==> config.mk <==
export PLATFORM = sky130hd
export DESIGN_NAME = jpeg_marker_segment_walker_core_flat
export DESIGN_NICKNAME = d
export VERILOG_FILES = /design/src/hdl/jmsw_pkg.sv /design/src/hdl/jmsw_byte_if.sv /design/src/hdl/jmsw_event_if.sv /design/src/hdl/jpeg_marker_segment_walker_core.sv /design/src/flat_wrapper.sv
export SDC_FILE = /design/constraint.sdc
export NUM_CORES = 1
export LEC_CHECK = 0
export BUFFER_PORTS_ARGS = -buffer_cell sky130_fd_sc_hd__buf_2
export CAP_MARGIN = 20
export CORE_MARGIN = 5
export CORE_UTILIZATION = 50
export CTS_CLUSTER_DIAMETER = 40
export DETAILED_ROUTE_END_ITERATION = 6
export PLACE_DENSITY = 0.71
export REMOVE_ABC_BUFFERS = 1
export SLEW_MARGIN = 30
export SYNTH_ARGS = -nofsm -noshare
export SYNTH_HDL_FRONTEND = slang
export SYNTH_SLANG_ARGS = --single-unit
==> constraint.sdc <==
create_clock -name clk -period 7.3 [get_ports clk]
set_input_delay 0.73 -clock clk [delete_from_list [all_inputs] [get_ports clk]]
set_output_delay 0.73 -clock clk [all_outputs]
set_load 0.05 [all_outputs]
==> src/hdl/jmsw_pkg.sv <==
package jmsw_pkg;

	typedef enum logic [3:0] {
		PH_START0 = 4'd0,
		PH_START1 = 4'd1,
		PH_PREFIX = 4'd2,
		PH_CODE   = 4'd3,
		PH_LENHI  = 4'd4,
		PH_LENLO  = 4'd5,
		PH_SKIP   = 4'd6,
		PH_SCAN   = 4'd7,
		PH_DONE   = 4'd8
	} phase_t;

	typedef enum logic [2:0] {
		EV_SEGMENT    = 3'd0,
		EV_SCAN       = 3'd1,
		EV_APP1       = 3'd2,
		EV_EOI        = 3'd3,
		EV_BAD_START  = 3'd4,
		EV_BAD_PREFIX = 3'd5,
		EV_BAD_LENGTH = 3'd6,
		EV_STREAM_END = 3'd7
	} ev_kind_t;

	localparam logic [7:0] MK_PREFIX = 8'hFF;
	localparam logic [7:0] MK_SOI    = 8'hD8;
	localparam logic [7:0] MK_EOI    = 8'hD9;
	localparam logic [7:0] MK_APP1   = 8'hE1;
	localparam logic [7:0] MK_RST0   = 8'hD0;
	localparam logic [7:0] MK_SOS    = 8'hDA;
	localparam logic [7:0] MK_STUFF  = 8'h00;

	localparam logic [15:0] MIN_SEG_LEN = 16'd2;

	function automatic logic is_scan_code(input logic [7:0] code);
		return ((code >= MK_RST0) && (code <= MK_SOI)) || (code == MK_SOS);
	endfunction

endpackage

==> src/hdl/jmsw_byte_if.sv <==
interface jmsw_byte_if;
	logic       valid;
	logic       ready;
	logic [7:0] data_byte;
	logic       last_byte;

	modport source (output valid, output data_byte, output last_byte, input ready);
	modport sink (input valid, input data_byte, input last_byte, output ready);
endinterface

==> src/hdl/jmsw_event_if.sv <==
interface jmsw_event_if;
	logic        valid;
	logic        ready;
	logic [2:0]  event_kind;
	logic [7:0]  marker_code;
	logic [15:0] segment_length;
	logic [31:0] marker_offset;

	modport source (output valid, output event_kind, output marker_code,
		output segment_length, output marker_offset, input ready);
	modport sink (input valid, input event_kind, input marker_code,
		input segment_length, input marker_offset, output ready);
endinterface

==> src/hdl/jpeg_marker_segment_walker_core.sv <==
// An event is registered and appears on event_ch in the cycle after the byte that causes it.
// Throughput: one byte per cycle while data_ch is ready; a single state update per byte sets the rate.
// data_ch stays ready while the event register is empty or being drained.
// Reset (arst_n low) returns to the start-of-image check and clears position counters.
// After an end, APP1, error or final byte, bytes are taken and dropped until reset.
module jpeg_marker_segment_walker_core #(
	parameter int POSITION_BITS = 32
) (
	input  logic                clk,
	input  logic                arst_n,
	jmsw_byte_if.sink           data_ch,
	jmsw_event_if.source        event_ch
);

	localparam logic [POSITION_BITS-1:0] POS_MAX = {POSITION_BITS{1'b1}};

	jmsw_pkg::phase_t phase_q, phase_d;
	logic [15:0] skip_q, skip_d;
	logic        ff_q, ff_d;
	logic [7:0]  code_q, code_d;
	logic [7:0]  lenhi_q, lenhi_d;
	logic [POSITION_BITS-1:0] bpos_q;
	logic [POSITION_BITS-1:0] mpos_q, mpos_d;

	logic        out_valid_q;
	logic [2:0]  kind_q;
	logic [7:0]  mcode_q;
	logic [15:0] slen_q;
	logic [31:0] moff_q;

	logic        in_ready;
	logic        acc;
	logic [7:0]  b;
	logic [15:0] len;

	logic             tk_hit;
	jmsw_pkg::ev_kind_t tk_kind;
	jmsw_pkg::phase_t tk_phase;

	logic             hit;
	jmsw_pkg::ev_kind_t kind;

	logic [7:0]  res_code;
	logic [15:0] res_len;
	logic [POSITION_BITS-1:0] res_pos;
	logic [63:0] res_pos_ext;
	logic [31:0] res_off;

	assign in_ready      = !out_valid_q || event_ch.ready;
	assign data_ch.ready = in_ready;
	assign acc           = data_ch.valid && in_ready;
	assign b             = data_ch.data_byte;
	assign len           = {lenhi_q, b};

	always_comb begin
		tk_hit   = 1'b1;
		tk_kind  = jmsw_pkg::EV_SCAN;
		tk_phase = jmsw_pkg::PH_SCAN;
		priority if (jmsw_pkg::is_scan_code(b)) begin
			tk_kind  = jmsw_pkg::EV_SCAN;
			tk_phase = jmsw_pkg::PH_SCAN;
		end else if (b == jmsw_pkg::MK_EOI) begin
			tk_kind  = jmsw_pkg::EV_EOI;
			tk_phase = jmsw_pkg::PH_DONE;
		end else if (b == jmsw_pkg::MK_APP1) begin
			tk_kind  = jmsw_pkg::EV_APP1;
			tk_phase = jmsw_pkg::PH_DONE;
		end else begin
			tk_hit   = 1'b0;
			tk_phase = jmsw_pkg::PH_LENHI;
		end
	end

	always_comb begin
		phase_d = phase_q;
		skip_d  = skip_q;
		ff_d    = ff_q;
		code_d  = code_q;
		lenhi_d = lenhi_q;
		mpos_d  = mpos_q;
		hit     = 1'b0;
		kind    = jmsw_pkg::EV_SEGMENT;
		unique case (phase_q)
			jmsw_pkg::PH_START0: begin
				if (b != jmsw_pkg::MK_PREFIX) begin
					hit     = 1'b1;
					kind    = jmsw_pkg::EV_BAD_START;
					phase_d = jmsw_pkg::PH_DONE;
				end else begin
					phase_d = jmsw_pkg::PH_START1;
				end
			end
			jmsw_pkg::PH_START1: begin
				if (b != jmsw_pkg::MK_SOI) begin
					hit     = 1'b1;
					kind    = jmsw_pkg::EV_BAD_START;
					phase_d = jmsw_pkg::PH_DONE;
				end else begin
					phase_d = jmsw_pkg::PH_PREFIX;
				end
			end
			jmsw_pkg::PH_PREFIX: begin
				if (b != jmsw_pkg::MK_PREFIX) begin
					hit     = 1'b1;
					kind    = jmsw_pkg::EV_BAD_PREFIX;
					phase_d = jmsw_pkg::PH_DONE;
				end else begin
					mpos_d  = bpos_q;
					phase_d = jmsw_pkg::PH_CODE;
				end
			end
			jmsw_pkg::PH_CODE: begin
				code_d  = b;
				hit     = tk_hit;
				kind    = tk_kind;
				phase_d = tk_phase;
				ff_d    = 1'b0;
			end
			jmsw_pkg::PH_LENHI: begin
				lenhi_d = b;
				phase_d = jmsw_pkg::PH_LENLO;
			end
			jmsw_pkg::PH_LENLO: begin
				hit = 1'b1;
				if (len < jmsw_pkg::MIN_SEG_LEN) begin
					kind    = jmsw_pkg::EV_BAD_LENGTH;
					phase_d = jmsw_pkg::PH_DONE;
				end else begin
					kind    = jmsw_pkg::EV_SEGMENT;
					skip_d  = len - jmsw_pkg::MIN_SEG_LEN;
					phase_d = (len == jmsw_pkg::MIN_SEG_LEN) ? jmsw_pkg::PH_PREFIX
						: jmsw_pkg::PH_SKIP;
				end
			end
			jmsw_pkg::PH_SKIP: begin
				if (skip_q != 16'd0) begin
					skip_d = skip_q - 16'd1;
				end
				if (skip_q <= 16'd1) begin
					phase_d = jmsw_pkg::PH_PREFIX;
				end
			end
			jmsw_pkg::PH_SCAN: begin
				if (ff_q) begin
					ff_d = 1'b0;
					if (b != jmsw_pkg::MK_STUFF) begin
						code_d  = b;
						hit     = tk_hit;
						kind    = tk_kind;
						phase_d = tk_phase;
					end
				end else if (b == jmsw_pkg::MK_PREFIX) begin
					ff_d   = 1'b1;
					mpos_d = bpos_q;
				end
			end
			jmsw_pkg::PH_DONE: begin
				phase_d = jmsw_pkg::PH_DONE;
			end
			default: begin
				phase_d = jmsw_pkg::PH_DONE;
			end
		endcase
		if (data_ch.last_byte && phase_d != jmsw_pkg::PH_DONE) begin
			if (!hit) begin
				hit  = 1'b1;
				kind = jmsw_pkg::EV_STREAM_END;
			end
			phase_d = jmsw_pkg::PH_DONE;
			ff_d    = 1'b0;
		end
	end

	always_comb begin
		res_code = 8'd0;
		res_len  = 16'd0;
		res_pos  = mpos_q;
		unique case (kind)
			jmsw_pkg::EV_SEGMENT, jmsw_pkg::EV_BAD_LENGTH: begin
				res_code = code_q;
				res_len  = len;
			end
			jmsw_pkg::EV_SCAN, jmsw_pkg::EV_APP1, jmsw_pkg::EV_EOI: begin
				res_code = b;
			end
			jmsw_pkg::EV_BAD_START, jmsw_pkg::EV_BAD_PREFIX,
			jmsw_pkg::EV_STREAM_END: begin
				res_pos = bpos_q;
			end
			default: begin
				res_pos = bpos_q;
			end
		endcase
		res_pos_ext = 64'(res_pos);
		res_off     = (|res_pos_ext[63:32]) ? 32'hFFFF_FFFF : res_pos_ext[31:0];
	end

	always_ff @(posedge clk or negedge arst_n) begin
		if (!arst_n) begin
			phase_q <= jmsw_pkg::PH_START0;
			skip_q  <= '0;
			ff_q    <= 1'b0;
			code_q  <= '0;
			lenhi_q <= '0;
			bpos_q  <= '0;
			mpos_q  <= '0;
		end else if (acc && phase_q != jmsw_pkg::PH_DONE) begin
			phase_q <= phase_d;
			skip_q  <= skip_d;
			ff_q    <= ff_d;
			code_q  <= code_d;
			lenhi_q <= lenhi_d;
			mpos_q  <= mpos_d;
			if (bpos_q != POS_MAX) begin
				bpos_q <= bpos_q + 1'b1;
			end
		end
	end

	always_ff @(posedge clk or negedge arst_n) begin
		if (!arst_n) begin
			out_valid_q <= 1'b0;
		end else if (acc && hit && phase_q != jmsw_pkg::PH_DONE) begin
			out_valid_q <= 1'b1;
		end else if (event_ch.ready) begin
			out_valid_q <= 1'b0;
		end
	end

	always_ff @(posedge clk) begin
		if (acc && hit && phase_q != jmsw_pkg::PH_DONE) begin
			kind_q  <= kind;
			mcode_q <= res_code;
			slen_q  <= res_len;
			moff_q  <= res_off;
		end
	end

	assign event_ch.valid          = out_valid_q;
	assign event_ch.event_kind     = kind_q;
	assign event_ch.marker_code    = mcode_q;
	assign event_ch.segment_length = slen_q;
	assign event_ch.marker_offset  = moff_q;

	a_done_silent: assert property (@(posedge clk) disable iff (!arst_n)
		(phase_q == jmsw_pkg::PH_DONE && !out_valid_q) |=> !out_valid_q)
		else $error("event raised after parsing stopped");

	a_skip_nonzero: assert property (@(posedge clk) disable iff (!arst_n)
		(phase_q == jmsw_pkg::PH_SKIP) |-> (skip_q != 16'd0))
		else $error("skip phase with nothing left to skip");

	a_ff_in_scan: assert property (@(posedge clk) disable iff (!arst_n)
		ff_q |-> (phase_q == jmsw_pkg::PH_SCAN))
		else $error("pending prefix outside entropy data");

	a_stream_evt_code: assert property (@(posedge clk) disable iff (!arst_n)
		(out_valid_q && (kind_q == jmsw_pkg::EV_BAD_START
			|| kind_q == jmsw_pkg::EV_BAD_PREFIX
			|| kind_q == jmsw_pkg::EV_STREAM_END)) |-> (mcode_q == 8'd0 && slen_q == 16'd0))
		else $error("stream event carries a marker code or length");

	a_ready_rule: assert property (@(posedge clk) disable iff (!arst_n)
		!data_ch.ready |-> (out_valid_q && !event_ch.ready))
		else $error("input stalled while the event register can move");

endmodule
==> src/flat_wrapper.sv <==
// flat-port wrapper written by rule: the top's interface ports become plain ports
module jpeg_marker_segment_walker_core_flat 
#(
	parameter int POSITION_BITS = 32
)
  (clk, arst_n, data_ch_valid, data_ch_data_byte, data_ch_last_byte, data_ch_ready, event_ch_valid, event_ch_event_kind, event_ch_marker_code, event_ch_segment_length, event_ch_marker_offset, event_ch_ready);
  jmsw_byte_if data_ch_i ();
  jmsw_event_if event_ch_i ();
  input  logic clk;
  input  logic arst_n;
  input wire logic [$bits(data_ch_i.valid)-1:0] data_ch_valid;
  input wire logic [$bits(data_ch_i.data_byte)-1:0] data_ch_data_byte;
  input wire logic [$bits(data_ch_i.last_byte)-1:0] data_ch_last_byte;
  output wire logic [$bits(data_ch_i.ready)-1:0] data_ch_ready;
  output wire logic [$bits(event_ch_i.valid)-1:0] event_ch_valid;
  output wire logic [$bits(event_ch_i.event_kind)-1:0] event_ch_event_kind;
  output wire logic [$bits(event_ch_i.marker_code)-1:0] event_ch_marker_code;
  output wire logic [$bits(event_ch_i.segment_length)-1:0] event_ch_segment_length;
  output wire logic [$bits(event_ch_i.marker_offset)-1:0] event_ch_marker_offset;
  input wire logic [$bits(event_ch_i.ready)-1:0] event_ch_ready;
  assign data_ch_i.valid = data_ch_valid;
  assign data_ch_i.data_byte = data_ch_data_byte;
  assign data_ch_i.last_byte = data_ch_last_byte;
  assign data_ch_ready = data_ch_i.ready;
  assign event_ch_valid = event_ch_i.valid;
  assign event_ch_event_kind = event_ch_i.event_kind;
  assign event_ch_marker_code = event_ch_i.marker_code;
  assign event_ch_segment_length = event_ch_i.segment_length;
  assign event_ch_marker_offset = event_ch_i.marker_offset;
  assign event_ch_i.ready = event_ch_ready;
  jpeg_marker_segment_walker_core #(.POSITION_BITS(POSITION_BITS)) u_core (.clk(clk), .arst_n(arst_n), .data_ch(data_ch_i), .event_ch(event_ch_i));
endmodule
# --- Word level (Yosys, flattened, before mapping) ---
# Index checks and enable logic that the tools add are counted.
word_totals:
  register_bits: 161
  inputBits: 13
  output_inout_bits: 61
  wordCells: 130
classes:
  n_addsub: 3
  magnitude_cmp: 4
  eq_ne: 31
  muxes: 52
  n_reduce_logical: 28
op_table:
  columns: ["operator", "count"]
  rows:
  - ["32-bit 2-to-1 mux", 4]
  - ["32-bit case mux with 2 select lines", 1]
  - ["4-bit 2-to-1 mux", 11]
  - ["3-bit 2-to-1 mux", 11]
  - ["32-bit by 1-bit adder with 32-bit output, second input constant", 1]
  - ["8-bit equality test, second input constant", 4]
  - ["16-bit 2-to-1 mux", 2]
  - ["32-bit != test, second input constant", 1]
  - ["16-bit case mux with 2 select lines", 1]
  - ["4-bit case mux with 8 select lines", 1]
  - ["8-bit case mux with 2 select lines", 2]
  - ["3-bit case mux with 6 select lines", 1]
  - ["16-bit by 2-bit equality test with 1-bit output, second input constant", 1]
  - ["4-bit by 3-bit equality test with 1-bit output, second input constant", 4]
  - ["16-bit by 1-bit <= comparator with 1-bit output, second input constant", 1]
  - ["16-bit by 2-bit < comparator with 1-bit output, second input constant", 1]
  - ["8-bit 2-to-1 mux", 2]
  - ["8-bit != test, second input constant", 2]
  - ["16-bit nonzero test", 1]
  - ["16-bit by 1-bit subtractor with 16-bit output, second input constant", 1]
  - ["16-bit by 2-bit subtractor with 16-bit output, second input constant", 1]
  - ["1-bit 2-to-1 mux", 13]
  - ["3-bit equality test, second input constant", 4]
  - ["4-bit by 2-bit equality test with 1-bit output, second input constant", 2]
  - ["24 further kinds", 45]

# --- Logic depth before layout (Yosys ltp) ---
# Gate-level depths: netlist (run 1).
logic_depth:
  ltp_word: 13
  depth_mapped: 10

# --- Least setup slack after synthesis (run 1) ---
# OpenSTA, ideal clock, no wires.
synth_path:
  path_type: "input to register"
  start: "input data_ch_data_byte[1]"
  end: "register u_core.kind_q[0] (netlist: u_core.event_ch.event_kind[0]) (enable)"
  setup_time_ps: 476
  t_arrival_ps: 4522
  required_ps: 6824
  path_slack_ps: 2301
  path_stages: 7
  n_path_buf: 1
  cell_sequence: "clkbuf_1 -> inv_1 -> ha_1 -> and4b_1 -> o22ai_1 -> a211oi_1 -> nor2_1"
synth_via:
  elab_chain_cells: 12
  elab_cells_between_ends: 36
  classes_between: "order compare: 3; eq/ne: 7; mux: 20; reduce/logical: 6"
synth_rtl:
  columns: ["element", "line", "source"]
  rows:
  - ["start: declaration", "flat_wrapper.sv:12", "input wire logic [$bits(data_ch_i.data_byte)-1:0] data_ch_data_byte;"]
  - ["8-bit greater-or-equal comparator, or another cell as far along", "jmsw_pkg.sv:37", "return ((code >= MK_RST0) && (code <= MK_SOI)) || (code == MK_SOS);"]
  - ["1-bit logical AND or 4-bit 2-to-1 mux (tied branches)", "jmsw_pkg.sv:37, jpeg_marker_segment_walker_core.sv:65", null]
  - ["1-bit logical OR or 4-bit 2-to-1 mux (tied branches)", "jmsw_pkg.sv:37, jpeg_marker_segment_walker_core.sv:62", null]
  - ["4-bit 2-to-1 mux", "jpeg_marker_segment_walker_core.sv:59", "priority if (jmsw_pkg::is_scan_code(b)) begin"]
  - ["4-bit 2-to-1 mux", "jpeg_marker_segment_walker_core.sv:146", "if (b != jmsw_pkg::MK_STUFF) begin"]
  - ["4-bit 2-to-1 mux", "jpeg_marker_segment_walker_core.sv:144", "if (ff_q) begin"]
  - ["4-bit case mux with 8 select lines", "jpeg_marker_segment_walker_core.sv:83", "unique case (phase_q)"]
  - ["4-bit != test", "jpeg_marker_segment_walker_core.sv:164", "if (data_ch.last_byte && phase_d != jmsw_pkg::PH_DONE) begin"]
  - ["1-bit logical AND", "jpeg_marker_segment_walker_core.sv:164", null]
  - ["1-bit 2-to-1 mux *", "jpeg_marker_segment_walker_core.sv:164", null]
  - ["1-bit logical AND * (2 in a row)", "jpeg_marker_segment_walker_core.sv:231", "if (acc && hit && phase_q != jmsw_pkg::PH_DONE) begin"]
  - ["end signal: assignment", "jpeg_marker_segment_walker_core.sv:232", "kind_q <= kind;"]
  - ["end: declaration", "jpeg_marker_segment_walker_core.sv:26", "logic [2:0] kind_q;"]
# Mark *: on every way between the ends. The rest lies on a longest branch, timed or not.
# A chain may end at the register's enable or synchronous reset.

# --- Worst setup path after layout (run 1) ---
layout_path:
  start: "register u_core.lenhi_q[2]"
  end: "register u_core.slen_q[13] (netlist: u_core.event_ch.segment_length[13]) (enable)"
layout_via:
  elab_chain_cells: 9
  elab_cells_between_ends: 10
  classes_between: "order compare: 1; eq/ne: 2; mux: 4; reduce/logical: 3"
layout_rtl:
  columns: ["element", "line", "source"]
  rows:
  - ["start: declaration", "jpeg_marker_segment_walker_core.sv:21", "logic [7:0] lenhi_q, lenhi_d;"]
  - ["start signal: assignment", "jpeg_marker_segment_walker_core.sv:212", "lenhi_q <= lenhi_d;"]
  - ["parallel branches: the longest is 2 deep, another holds 16-bit by 2-bit < comparator with 1-bit output", null, null]
  - ["4-bit 2-to-1 mux *", "jpeg_marker_segment_walker_core.sv:125", "if (len < jmsw_pkg::MIN_SEG_LEN) begin"]
  - ["4-bit case mux with 8 select lines *", "jpeg_marker_segment_walker_core.sv:83", null]
  - ["4-bit != test *", "jpeg_marker_segment_walker_core.sv:164", null]
  - ["1-bit logical AND *", "jpeg_marker_segment_walker_core.sv:164", null]
  - ["1-bit 2-to-1 mux *", "jpeg_marker_segment_walker_core.sv:164", null]
  - ["1-bit logical AND * (2 in a row)", "jpeg_marker_segment_walker_core.sv:231", null]
  - ["end signal: assignment", "jpeg_marker_segment_walker_core.sv:234", "slen_q <= res_len;"]
  - ["end: declaration", "jpeg_marker_segment_walker_core.sv:28", "logic [15:0] slen_q;"]
# Every way passes the cells marked *.

==> results of run 1 <==
==> layer usage <==
metal  track usage [%]  wire, µm
met5                 0        10
met2             32.21      8264
met4             6.109       276
met1             24.72      7407
met3             5.142       828
==> kinds of logic after synthesis <==
kind of cell / share of synthesized area (%)
compound gates: 9.009
xor+xnor: 4.851
fa+ha+maj: 1.128
buf+inv: 2.385
flops: 55.70
mux: 11.85
simple gates: 15.08
==> worst max path at each step <==
stage / startpoint / endpoint
floorplan: data_ch_data_byte[4] / u_core.event_ch.event_kind[0]
global placement: data_ch_data_byte[6] / u_core.event_ch.segment_length[11]
detailed placement: data_ch_data_byte[6] / u_core.event_ch.segment_length[11]
CTS: u_core.lenhi_q[2] / u_core.event_ch.segment_length[11]
global route: u_core.lenhi_q[0] / u_core.event_ch.segment_length[15]
finish: u_core.lenhi_q[2] / u_core.event_ch.segment_length[13]
==> power breakdown <==
| group | total (W) | switching [W] | internal, W | leakage, nW |
|---|---|---|---|---|
| Clock | 0.000886 | 0.000375 | 0.000511 | 0.280 |
| Sequential | 0.000940 | 0.00000404 | 0.000936 | 1.86 |
| Combinational | 0.0000473 | 0.0000325 | 0.0000149 | 1.71 |
==> flip-flops by register name, indices dropped and copies added (netlist names) <==
name,cells
u_core.mpos_q,32
u_core.code_q,8
u_core.event_ch.segment_length,16
u_core.lenhi_q,8
u_core.event_ch.marker_code,8
u_core.phase_q,4
u_core.event_ch.valid,1
u_core.event_ch.event_kind,3
u_core.ff_q,1
u_core.bpos_q,32
u_core.skip_q,16
u_core.event_ch.marker_offset,32
==> layout make-up <==
class	instances	area share (%)
Multi-Input combinational cell	447	36.87
Timing Repair Buffer	79	4.625
Clock inverter	13	1.692
Inverter	13	0.5499
Clock buffer	19	4.879
Tap cell	188	2.651
Sequential cell	161	48.73
==> cells in the final DEF, fill, tap and decap left out, types with 7 or more instances in the layout <==
cell and count:
sky130_fd_sc_hd__clkbuf_16 17, sky130_fd_sc_hd__or4_1 9, sky130_fd_sc_hd__nor3_1 25, sky130_fd_sc_hd__dfrtp_1 102, sky130_fd_sc_hd__nor2_1 49, sky130_fd_sc_hd__nand3_1 23, sky130_fd_sc_hd__inv_1 13, sky130_fd_sc_hd__mux2_4 29
sky130_fd_sc_hd__inv_6 7, sky130_fd_sc_hd__and3_1 8, sky130_fd_sc_hd__xor2_1 23, sky130_fd_sc_hd__a22oi_1 7, sky130_fd_sc_hd__mux2_2 43, sky130_fd_sc_hd__nand2_1 39, sky130_fd_sc_hd__ha_1 7, sky130_fd_sc_hd__o21ai_0 37
sky130_fd_sc_hd__buf_2 73, sky130_fd_sc_hd__a21oi_1 14, sky130_fd_sc_hd__nor4_1 7, sky130_fd_sc_hd__edfxtp_1 59, sky130_fd_sc_hd__and2_1 17, sky130_fd_sc_hd__xnor2_1 20, sky130_fd_sc_hd__a22o_1 11, sky130_fd_sc_hd__nand4_1 12
==> worst max-delay path, delay by kind of cell (launching register included) <==
kind	cells	cell delay [ns]
buffers and inverters	1	0.36
and+or+nand+nor	5	1.79
AOI/OAI and AO/OA	1	0.50
DFF	1	0.44
==> metrics by stage <==
stage	area [µm²]	total power (W)	instances
floorplan	7627	0.0009762	621
CTS	8874	0.001887	920
global placement	8280	0.001004	887
finish	8874	0.001873	920
detailed placement	8290	0.001005	888
global route	8874	0.001937	920
==> metrics.md, run 1 <==
| Metric | Value |
|---|---|
| Result of the run | complete, no violations |
| Total of cells resized after clock tree synthesis | 0 |
| Std cell rows | 45 |
| Core area | 0.01520 mm² |
| Via-to-Cell Ratio | 5.816 |
| Chain of cells forming the critical path | or4_1 > nor4_1 > and4_1 > nor2_1 > a211oi_1 > nor2_4 > buf_4 |
| Post-Synthesis Cells | 651 |
| Cts bufs inserted | 17 |
| Number of synthesized register bits | 161 |
| Library cell with the highest instance count after synthesis | sky130_fd_sc_hd__dfrtp_1 |
| Remaining global-route overflow | 0 |
| Count of synthesis-stage warnings from yosys | 0 |
| Final worst clock skew | 0.01285 ns |
| Largest fanout on the critical path | 43 |
| Final worst path period need | 3.454 ns |
| Tightest hold margin | 0.3263 ns |
| IO Port Bufs | 73 |
| Detailed placement HPWL | 11,540 µm |
| Die width | 134.6 µm |
| Final Hold Vio Count | 0 |
| Actual transition at the worst max-transition pin | 0.8708 ns |
| Pre-CTS setup slack | 3.503 ns |
| Most area-hungry cell type in the Yosys netlist | sky130_fd_sc_hd__dfrtp_1 |
| Combined flip-flop and latch cell area | 0.004324 mm² |
| Critical-path top delay cell | sky130_fd_sc_hd__or4_1 |
| Setup TNS | 0 ns |
| Number of placed I/O pins | 74 |
| Largest cells by area after synthesis | sky130_fd_sc_hd__dfrtp_1 (33%), sky130_fd_sc_hd__edfxtp_1 (23%), sky130_fd_sc_hd__mux2_2 (6.2%), sky130_fd_sc_hd__mux2_4 (5.6%), sky130_fd_sc_hd__xor2_1 (2.6%) |
| Count of different cell masters after synthesis | 57 |
| Routed len/inst | 18.25 µm |
| TritonCTS clock tree | done |
| Number of max-cap violations | 0 |
| Growth of design area from synthesis to finish | 14.29% |
| Cts-stage hold buffer count | 0 |
| Multi-input combinational cell area | 0.003272 mm² |
| Buffer count from post-CTS setup fixing | 0 |
| Total of endpoints with negative setup slack in the final report | 0 |
| Syn avg cell area | 11.93 µm² |
| Number of max-slew violations in the final report | 0 |
| Final Net Count | 739 |
| Depth of the CTS H-tree | 4 |
| Post-synthesis async set-or-reset flop share | 63.35% |
| Leak Pwr | 3.848 nW |
| Worst setup SP type | register |
| Final Wtd Congestion | 0.8829 |
| Share of synthesized area occupied by flip-flops and latches | 55.70% |
| Number of synthesized flops with an enable pin | 59 |
| Wire length of the first global-routing pass | 27,630 µm |
| Number of global-route vias before repair | 5,387 |
| Relative slew slack | 41.82% |
| Worst-case register-to-register setup slack | 3.85 ns |
| Later-pin clock latency in the skew report | 0.44 ns |
| Power density over the cells | 211.0 mW/mm² |
| Starting density of the core | 51.07% |
| Most used DFF post-synth | sky130_fd_sc_hd__dfrtp_1 |
| Origin of the critical flop-to-flop path | u_core.lenhi_q[2] |
| Worst reg2reg path depth | 7 |
| CTS sink cnt | 161 |
| Data arrival at the endpoint of the critical path | 3.57 ns |
| Master cell of the clock root buffer | sky130_fd_sc_hd__clkbuf_16 |
| Layout cells sized above 1 | 26.09% |
| RSZ-0062 raised after global routing | no |
| Clock transition at path regs | 0.07 ns |
| Drt initial violations | 354 |
| Number of fillers in the final layout | 1,236 |
| Netlist Area Pre-Place | 0.007764 mm² |
| Final critical-path share of the clock period | 47.31% |
| Antenna violations before repair | 1 |
| Slowest stage delay, CP | 0.59 ns |
| Worst reg2reg path endpoint | u_core.event_ch.segment_length[13] |
| Routed WL | 16,790 µm |
| GRT Total Usage | 19.31% |
| Top achievable clock speed | 289.5 MHz |
| Final WS setup | 3.846 ns |
| Highest ir drop seen on vdd | 0.1546 mV |
| Number of nets still failing antenna checks after routing | 0 |
| First-pass iteration count of the detailed router | 5 |
| Overall die area | 0.01812 mm² |
| Critical path class | reg2reg |
| Fraction of post-synthesis cell area in the top cell type by area | 32.88% |
| Worst min path class | in2async |
| DRC | 0 |
| Largest net degree at the start of global routing | 53 |
| Commonest cells in the netlist | sky130_fd_sc_hd__dfrtp_1 (102), sky130_fd_sc_hd__edfxtp_1 (59), sky130_fd_sc_hd__nor2_1 (50), sky130_fd_sc_hd__mux2_2 (43), sky130_fd_sc_hd__nand2_1 (39) |
| Via total after detailed routing | 5,351 |
| Clock buffer depth | 2 |
| Required @ worst endpoint | 7.42 ns |
| Chip Height | 134.6 µm |
| N_diodes | 0 |
| Kind of end point of the critical path | register |
| Util after Layout | 58.37% |
(Power assumes the default switching activity.)
==> inputs of run 2 (changes only) <==
--- a/config.mk
+++ b/config.mk
@@ -5,13 +5,14 @@
 export SDC_FILE = /design/constraint.sdc
 export NUM_CORES = 1
 export LEC_CHECK = 0
+export ABC_AREA = 1
 export BUFFER_PORTS_ARGS = -buffer_cell sky130_fd_sc_hd__buf_2
 export CAP_MARGIN = 20
 export CORE_MARGIN = 5
 export CORE_UTILIZATION = 50
 export CTS_CLUSTER_DIAMETER = 40
 export DETAILED_ROUTE_END_ITERATION = 6
-export PLACE_DENSITY = 0.71
+export PLACE_DENSITY = 0.73
 export REMOVE_ABC_BUFFERS = 1
 export SLEW_MARGIN = 30
 export SYNTH_ARGS = -nofsm -noshare
==> constraint.sdc (replaced) <==
create_clock -name clk -period 2.8 [get_ports clk]
set_input_delay 0.28 -clock clk [delete_from_list [all_inputs] [get_ports clk]]
set_output_delay 0.28 -clock clk [all_outputs]
set_load 0.05 [all_outputs]
==> run 2 against run 1 <==
  * Area after synthesis is 7.8% higher
  * Clock power grew to 2.8 times the previous value
  * First-iteration DRC count is 60% higher
  * Maximum frequency is 36% higher
  * Sequential share of layout area is 3.7 points lower
  * Combinational power grew to 7.3 times the previous value
==> metrics.md, run 2 <==
| Metric | Value |
|---|---|
| Result of the run | complete, no violations |
| Leak Pwr | 4.203 nW |
| Critical-path top delay cell | sky130_fd_sc_hd__dfrtp_1 |
| Std cell rows | 47 |
| Number of max-slew violations in the final report | 0 |
| Remaining global-route overflow | 0 |
| Number of global-route vias before repair | 6,462 |
| Share of synthesized area occupied by flip-flops and latches | 51.67% |
| N_diodes | 0 |
| Growth of design area from synthesis to finish | 14.70% |
| Post-Synthesis Cells | 961 |
| GRT Total Usage | 20.02% |
| Relative slew slack | 51.01% |
| Layout cells sized above 1 | 17.75% |
| Total of cells resized after clock tree synthesis | 0 |
| Leading cell type in the layout, fill and taps excluded | sky130_fd_sc_hd__nand2_1 |
| Kind of end point of the critical path | register |
| Final Wtd Congestion | 0.9649 |
| Buffer count from post-CTS setup fixing | 0 |
| Pwr Total | 0.005339 W |
| Wire length of the first global-routing pass | 31,930 µm |
| Routed WL | 19,030 µm |
| Met2 track utilization from global routing | 33.03% |
| Clock buffer depth | 2 |
| Met1 global-route usage | 26.71% |
| Chain of cells forming the critical path | inv_2 > nand2_1 > nor3_1 > nand3_2 > nand3_2 > nor2_4 > nand3_4 > nand2_8 > nor2_1 > a21oi_1 |
| DRC | 0 |
| Worst setup SP type | register |
| Syn avg cell area | 8.709 µm² |
| CTS sink cnt | 161 |
| Cts bufs inserted | 17 |
| Clock transition at path regs | 0.06 ns |
| Pre-CTS setup slack | 0.1739 ns |
| Via total after detailed routing | 6,666 |
| Antenna violations before repair | 0 |
| Actual transition at the worst max-transition pin | 0.7349 ns |
| Power density over the cells | 556.2 mW/mm² |
| Worst min path class | in2reg |
| Top achievable clock speed | 394.0 MHz |
| Cell occurring most often along the worst timing path | sky130_fd_sc_hd__nand3_2 |
| Met3 demand-to-capacity share in global routing | 3.774% |
| Final WS setup | 0.2618 ns |
| Post-synthesis async set-or-reset flop share | 63.35% |
| Number of synthesized flops with an enable pin | 59 |
| Routed len/inst | 15.01 µm |
| Count of synthesis-stage warnings from yosys | 0 |
| Highest ir drop seen on vdd | 0.4427 mV |
| Chip Height | 139.4 µm |
| Finished Layout Cells | 1,268 |
| Number of placed I/O pins | 74 |
| Drt initial violations | 565 |
| Most area-hungry cell type in the Yosys netlist | sky130_fd_sc_hd__dfrtp_1 |
| Final Hold Vio Count | 0 |
| Global-route layer with the greatest usage | met2 |
| Overall die area | 0.01943 mm² |
| Largest fanout on the critical path | 64 |
| Die width | 139.4 µm |
| Setup TNS | 0 ns |
| Critical path class | reg2reg |
| IO Port Bufs | 73 |
| Master cell of the clock root buffer | sky130_fd_sc_hd__clkbuf_16 |
| Fraction of post-synthesis cell area in the top cell type by area | 30.50% |
| Final critical-path share of the clock period | 90.65% |
| Depth of the CTS H-tree | 4 |
| Later-pin clock latency in the skew report | 0.42 ns |
| Post-placement cell count | 1,235 |
| Library cell with the highest instance count after synthesis | sky130_fd_sc_hd__nand2_1 |
| Most used DFF post-synth | sky130_fd_sc_hd__dfrtp_1 |
| Number of nets still failing antenna checks after routing | 0 |
| Largest cells by area after synthesis | sky130_fd_sc_hd__dfrtp_1 (30%), sky130_fd_sc_hd__edfxtp_1 (21%), sky130_fd_sc_hd__nand2_1 (10%), sky130_fd_sc_hd__nor2_1 (5.6%), sky130_fd_sc_hd__o21ai_0 (5.2%) |
| TritonCTS clock tree | done |
| Count of different cell masters after synthesis | 46 |
| Netlist Area Pre-Place | 0.008369 mm² |
| Via-to-Cell Ratio | 5.257 |
| Detailed placement HPWL | 13,640 µm |
| Number of max-cap violations | 0 |
| Largest net degree at the start of global routing | 65 |
| Core area | 0.01652 mm² |
| Required @ worst endpoint | 2.95 ns |
| Commonest non-fill, non-tap cells in the layout | sky130_fd_sc_hd__nand2_1 (227), sky130_fd_sc_hd__nor2_1 (124), sky130_fd_sc_hd__dfrtp_1 (102) |
| Tightest hold margin | 0.1513 ns |
| Commonest cells in the netlist | sky130_fd_sc_hd__nand2_1 (227), sky130_fd_sc_hd__nor2_1 (124), sky130_fd_sc_hd__dfrtp_1 (102), sky130_fd_sc_hd__inv_1 (88), sky130_fd_sc_hd__o21ai_0 (87) |
| Final worst path period need | 2.538 ns |
| Total of endpoints with negative setup slack in the final report | 0 |
| Starting density of the core | 50.65% |
| First-pass iteration count of the detailed router | 5 |
| Final Net Count | 1,055 |
| Slowest stage delay, CP | 0.43 ns |
| Final worst clock skew | 0.006594 ns |
| RSZ-0062 raised after global routing | no |
| Data arrival at the endpoint of the critical path | 2.69 ns |
| Number of synthesized register bits | 161 |
[run 2: changes by cell type after synthesis, sizes merged, moves of 31 or more]
cell	change
nand2	+194
o21ai	+56
a21oi	+31
mux2	-72
nor2	+91
inv	+85
[run 2: worst max-delay path: cells and delay by family, from the launching register on]
family                 cells  cell delay [ns]
and+or+nand+nor            8             1.57
DFF                        1             0.43
buffers and inverters      1             0.13
AOI/OAI and AO/OA          1             0.06
[run 2: layout make-up]
class                           count  area [µm²]
Clock buffer                       22       475.5
Clock inverter                     10       147.6
Fill cell                        1412        6925
Inverter                          100       375.4
Multi-Input combinational cell    670        3503
Sequential cell                   161        4324
Tap cell                          220       275.3
Timing Repair Buffer               85       498.0
[run 2: kinds of logic after synthesis]
group,count (synthesis),synth area share [%]
xor+xnor,37,3.872
fa+ha+maj,7,1.046
simple gates,459,23.74
buf+inv,130,6.712
flops,161,51.67
compound gates,167,12.96
[run 2: what timing repair did]
action,4_1_cts,5_1_grt
endpoints found under the setup margin,0,0
hold buffers,1,0
endpoints found under the hold margin,51,0
[run 2: per-layer routing]
| metal | part of all wire, % | routed length [µm] |
|---|---|---|
| met5 | 0 | 0 |
| met4 | 2.0 | 379 |
| met1 | 44 | 8436 |
| met3 | 5.2 | 993 |
| met2 | 48 | 9224 |
[run 2: path summary, 6_finish.rpt]
kind | from | to | slack, ns | cells after the start
min | event_ch_ready | u_core.event_ch.valid | 0.15 | 4
max | u_core.phase_q[3] | u_core.event_ch.marker_offset[2] | 0.26 | 10
max reg2reg | u_core.phase_q[3] | u_core.event_ch.marker_offset[2] | 0.26 | 10
max in group asynchronous | arst_n | u_core.bpos_q[16] | 1.63 | 3
min in group asynchronous | arst_n | u_core.mpos_q[3] | 0.46 | 2
min reg2reg | u_core.bpos_q[14] | u_core.bpos_q[14] | 0.48 | 2
[run 2: stage by stage]
step                      cell area, µm²  utilization, %
after floorplan                     8183               -
after global placement              8966           54.26
after detailed placement            8966           54.26
after CTS                           9599           58.09
after global routing                9599           58.09
final                               9599           58.09
[run 2: power breakdown]
group | internal (W) | leakage (nW) | switching [W] | total [W]
logic | 0.0000952 | 2.09 | 0.000249 | 0.000344
registers | 0.00250 | 1.81 | 0.0000572 | 0.00255
clock network | 0.00149 | 0.304 | 0.000949 | 0.00244
